[src/rtl/flbp_pkg.sv]
`timescale 1ns / 1ps
package flbp_pkg;

  localparam int POOL_BLOCKS = 1024;
  localparam int BLK_W       = $clog2(POOL_BLOCKS);
  localparam int CNT_W       = BLK_W + 1;

  typedef enum logic [1:0] {
    ACT_GROW   = 2'd0,
    ACT_ALLOC  = 2'd1,
    ACT_FREE   = 2'd2,
    ACT_RETIRE = 2'd3
  } action_t;

  typedef enum logic [2:0] {
    ST_OK      = 3'd0,
    ST_EMPTY   = 3'd1,
    ST_CLIPPED = 3'd2,
    ST_REFUSED = 3'd3,
    ST_IGNORED = 3'd4
  } status_t;

  typedef enum logic [1:0] {
    S_IDLE,
    S_DECIDE,
    S_GROW
  } state_t;

  typedef struct packed {
    action_t            action;
    logic [CNT_W-1:0]   block_count;
    logic               has_block;
    logic [BLK_W-1:0]   block_index;
  } in_item_t;

  typedef struct packed {
    status_t            status;
    logic [BLK_W-1:0]   granted_block;
    logic [CNT_W-1:0]   free_count;
    logic [CNT_W-1:0]   total_count;
    logic [CNT_W-1:0]   peak_used;
  } out_item_t;

  // controller -> datapath
  typedef struct packed {
    logic capture;
    logic step;
    logic commit;
    logic emit;
  } ctrl_cmd_t;

  // datapath -> controller
  typedef struct packed {
    action_t action;
    logic    grow_zero;
    logic    grow_last;
  } dp_stat_t;

endpackage

[src/rtl/flbp_ctrl.sv]
`timescale 1ns / 1ps
module flbp_ctrl
  import flbp_pkg::*;
(
  input  logic      clk,
  input  logic      rst_n,
  input  logic      start,
  output logic      busy,
  input  dp_stat_t  stat,
  output ctrl_cmd_t cmd
);

  state_t state_r, state_nxt;

  always_ff @(posedge clk) begin
    if (!rst_n) begin
      state_r <= S_IDLE;
    end else begin
      state_r <= state_nxt;
    end
  end

  always_comb begin
    state_nxt = state_r;
    cmd       = '0;
    busy      = 1'b1;
    unique case (state_r)
      S_IDLE: begin
        busy = 1'b0;
        if (start) begin
          cmd.capture = 1'b1;
          state_nxt   = S_DECIDE;
        end
      end
      S_DECIDE: begin
        if (stat.action == ACT_GROW) begin
          if (stat.grow_zero) begin
            cmd.emit  = 1'b1;
            state_nxt = S_IDLE;
          end else begin
            cmd.step = 1'b1;
            if (stat.grow_last) begin
              cmd.emit  = 1'b1;
              state_nxt = S_IDLE;
            end else begin
              state_nxt = S_GROW;
            end
          end
        end else begin
          // link read issued at capture is back now
          cmd.commit = 1'b1;
          cmd.emit   = 1'b1;
          state_nxt  = S_IDLE;
        end
      end
      S_GROW: begin
        cmd.step = 1'b1;
        if (stat.grow_last) begin
          cmd.emit  = 1'b1;
          state_nxt = S_IDLE;
        end
      end
      default: begin
        state_nxt = S_IDLE;
      end
    endcase
  end

`ifndef ASSERT_OFF
  a_grow_only_in_grow: assert property (@(posedge clk) disable iff (!rst_n)
    (state_r == S_GROW) |-> (stat.action == ACT_GROW && !stat.grow_zero))
    else $error("grow loop running without blocks left");
  a_capture_leads_decide: assert property (@(posedge clk) disable iff (!rst_n)
    cmd.capture |=> (state_r == S_DECIDE))
    else $error("capture not followed by decide");
  a_emit_returns_idle: assert property (@(posedge clk) disable iff (!rst_n)
    cmd.emit |=> (state_r == S_IDLE))
    else $error("result emitted but controller not idle");
`endif

endmodule

[config.mk]
export PLATFORM = sky130hd
export DESIGN_NAME = flbp_ctrl
export DESIGN_NICKNAME = d
export VERILOG_FILES = /design/src/rtl/flbp_pkg.sv /design/src/rtl/flbp_ctrl.sv
export SDC_FILE = /design/constraint.sdc
export NUM_CORES = 1
export LEC_CHECK = 0
export BUFFER_PORTS_ARGS = -buffer_cell sky130_fd_sc_hd__clkbuf_2
export CAP_MARGIN = 20
export CORE_AREA = 2 2 39 41
export CTS_CLUSTER_SIZE = 20
export DETAILED_ROUTE_END_ITERATION = 8
export DIE_AREA = 0 0 41 43
export PLACE_DENSITY_LB_ADDON = 0.3
export SYNTH_ARGS = -nofsm -noshare
export SYNTH_HDL_FRONTEND = slang
export SYNTH_SLANG_ARGS = --single-unit
[constraint.sdc]
create_clock -name clk -period 2.9 [get_ports clk]
set_input_delay 0.145 -clock clk [delete_from_list [all_inputs] [get_ports clk]]
set_output_delay 0.145 -clock clk [all_outputs]
set_load 0.05 [all_outputs]
==> flow_metrics.py <==
metrics = {
    "final_layout": {
        "fillerInstances": 155,
        "most-common-layout-cells": "11 x clkbuf_2, 5 x ha_1, 3 x inv_1, 3 x clkbuf_4",
        "drive_gt1_share_pct": 42.86,
        "register_area_sq_um": 40.04,
        "finish.utilization_pct": 24.68,
        "final_cells": 58,
        "syn_to_final_growth_pct": 40.00,
        "final_common_cell": "clkbuf_2",
        "nets": 56,
        "largestRegisters": "state_r x2",
        "num_antenna_cells": 0,
        "largest_reg_flops": 2,
        "multi_input_area_sq_um": 192.7,
        "largest_register": "state_r",
    },
    "clock_network": {
        "post_cts_resized": 0,
        "clock_sinks": 2,
        "post_cts_buffers": 0,
        "htreeDepth": 1,
        "cts-root-buf": "clkbuf_4",
        "cts_tree": "yes",
        "path_clk_slew_ns": 0.03,
        "numCtsBuffers": 3,
        "hold_buffers": 0,
        "clockBufferDepth": 2,
        "clock_latency_ns": 0.22,
    },
    "synthesis": {
        "syn_area_sq_um": 244.0,
        "yosysWarnings": 0,
        "synthXorXnorAreaFrac_pct": 0,
        "seq_area_frac_synth_pct": 16.41,
        "synth_cells": 28,
        "synth.distinct_cells": 18,
        "synth-simple-area-share_pct": 26.67,
        "synth_top_family_by_area": "compound AO/OA/AOI/OAI gates",
        "synth_fp_nets": 40,
        "syn_area_per_cell_sq_um": 8.714,
        "synthAdderAreaFrac_pct": 25.64,
        "yosys_register_bits": 2,
        "synth_mux_area_share_pct": 0,
        "synth-compound-area-share_pct": 26.67,
    },
    "grt": {
        "grt_usage_pct": 6.807,
        "grt_max_degree": 5,
        "grt_pass1_wl_um": 759,
        "grt_pass1_vias": 228,
        "grt_antenna_before_repair": 0,
        "grt.overflow.total": 0,
    },
    "status": {
        "outcome": "completed",
    },
    "sta": {
        "rsz0062_at_grt": "no",
        "min_period_over_period_pct": 54.02,
        "timing.fmax_mhz": 638.3,
        "tns_ns": 0,
        "final.setup_skew_ns": 0.002078,
        "final_hold_viol_count": 0,
        "worstMarginPinSlew_ns": 0.2806,
        "final-max-slew-violation-count": 0,
        "slew_headroom_pct": 81.37,
        "setup_viol": 0,
        "layout_setup_ws_ns": 1.333,
        "period_minus_slack_ns": 1.567,
    },
    "power_and_ir_drop": {
        "pwr-share-comb_pct": 36.3,
        "power.density_nw_per_um2": 419.8,
        "seqPwrFrac_pct": 21.7,
        "power.switching_w": 0.00005069,
        "swShare_pct": 35.35,
        "power_frac_clock_pct": 42.0,
        "leakage_nw": 0.1552,
        "internal_power_w": 0.00009272,
        "power_w": 0.0001434,
        "vdd_drop_max_v": 0.00008842,
    },
    "detailed_routing": {
        "drc": 0,
        "ant_nets": 0,
        "wl_um": 477,
        "viasPerCell": 4.017,
        "dr_total_vias": 233,
        "drt_iter0_markers": 2,
        "wl_per_cell_um": 8.224,
        "first_pass_iters": 3,
    },
    "setup_path": {
        "crit_slowest_cell": "dfxtp_1",
        "max_stage_delay_ns": 0.37,
        "cp_num_cells": 4,
        "cp_max_fo": 4,
        "arrival_ns": 1.42,
        "critical_path_buf_inv_count": 2,
        "crit_chain": "inv_1 -> ha_1 -> a21boi_1 -> clkbuf_2",
        "critical_path_class": "reg2out",
        "worstSetupEndpointType": "output port",
        "r2r_cells": 5,
        "required_ns": 2.76,
        "worstSetupStartpointType": "flip-flop",
        "cpLargestDelayFamily": "buffers and inverters",
    },
    "floorplanning": {
        "die_y_um": 43,
        "io_pins": 12,
        "die_w_um": 41,
        "core_sq_um": 1384,
        "std_cell_rows": 14,
        "start_util_pct": 17.63,
        "die_area_sq_um": 1763,
    },
    "hold_path": {
        "hold_depth": 2,
        "hold_class": "in2reg",
    },
    "placement": {
        "globalplace.congestion": 0.5938,
        "dp.cells": 55,
        "hpwl_um": 404.3,
        "post-place-ws_ns": 1.548,
        "io_buffers": 11,
    },
    "job": {
        "cap_viol_max_count": 0,
    },
}
-- cell usage after synthesis --
cell type / number / area (sq um)
a21boi_1: 2 / 15.01
ha_1: 5 / 62.56
o41ai_2: 1 / 16.27
nand2_1: 1 / 3.750
a21oi_1: 1 / 5.000
nand2b_1: 1 / 6.260
a21boi_2: 1 / 11.26
nand4_1: 1 / 6.260
inv_1: 3 / 11.26
nor3_2: 1 / 10.01
nor2b_1: 2 / 12.51
o21a_1: 1 / 7.510
nor2_1: 1 / 3.750
and2_1: 1 / 6.260
nor2b_2: 1 / 8.760
o21ai_1: 2 / 10.01
dfxtp_1: 2 / 40.04
nand3b_1: 1 / 7.510
-- per-layer routing --
layer / part of all wire [%] / track usage [%] / up-vias
li1: - / - / 125
met1: 45 / 5.414 / 99
met2: 46 / 11.25 / 9
met3: 9.4 / 3.141 / 0
met4: 0 / 6.000 / 0
met5: 0 / 0 / -
-- through the flow --
step / hold slack [ns] / instance area, sq um
after floorplan: 0.2947 / 244.0
final: 0.1717 / 341.6
after global routing: 0.1881 / 341.6
after global placement: 0.4067 / 319.1
after CTS: 0.1641 / 341.6
after detailed placement: 0.3996 / 319.1
-- power groups by stage --
stage          Combinational [W]   Clock, W  Sequential, W
3_3_place_gp           0.0000528          0      0.0000316
2_1_floorplan          0.0000383          0      0.0000310
5_1_grt                0.0000572  0.0000661      0.0000316
6_report               0.0000521  0.0000602      0.0000311
3_5_place_dp           0.0000527          0      0.0000315
4_1_cts                0.0000531  0.0000647      0.0000312
-- cells by family after synthesis --
family	Yosys count
AND/OR/NAND/NOR	10
AO/OA/AOI/OAI	8
flip-flops	2
adder cells (fa/ha/maj)	5
buffers and inverters	3
-- path summary, 6_finish.rpt --
check                           startpoint          to  slack, ns
worst max register to register  state_r[0]  state_r[0]       1.68
worst min register to register  state_r[1]  state_r[1]       0.51
worst min-delay path                 rst_n  state_r[1]       0.17
worst max-delay path            state_r[0]      cmd[0]       1.33
-- final cells by class --
cell class                      instances  share of cell area [%]
Tap cell                               16                   5.861
Clock buffer                            3                   6.593
Sequential cell                         2                   11.72
Inverter                                3                   3.297
Timing Repair Buffer                   11                   16.12
Multi-Input combinational cell         23                   56.41
(Power assumes the default switching activity.)
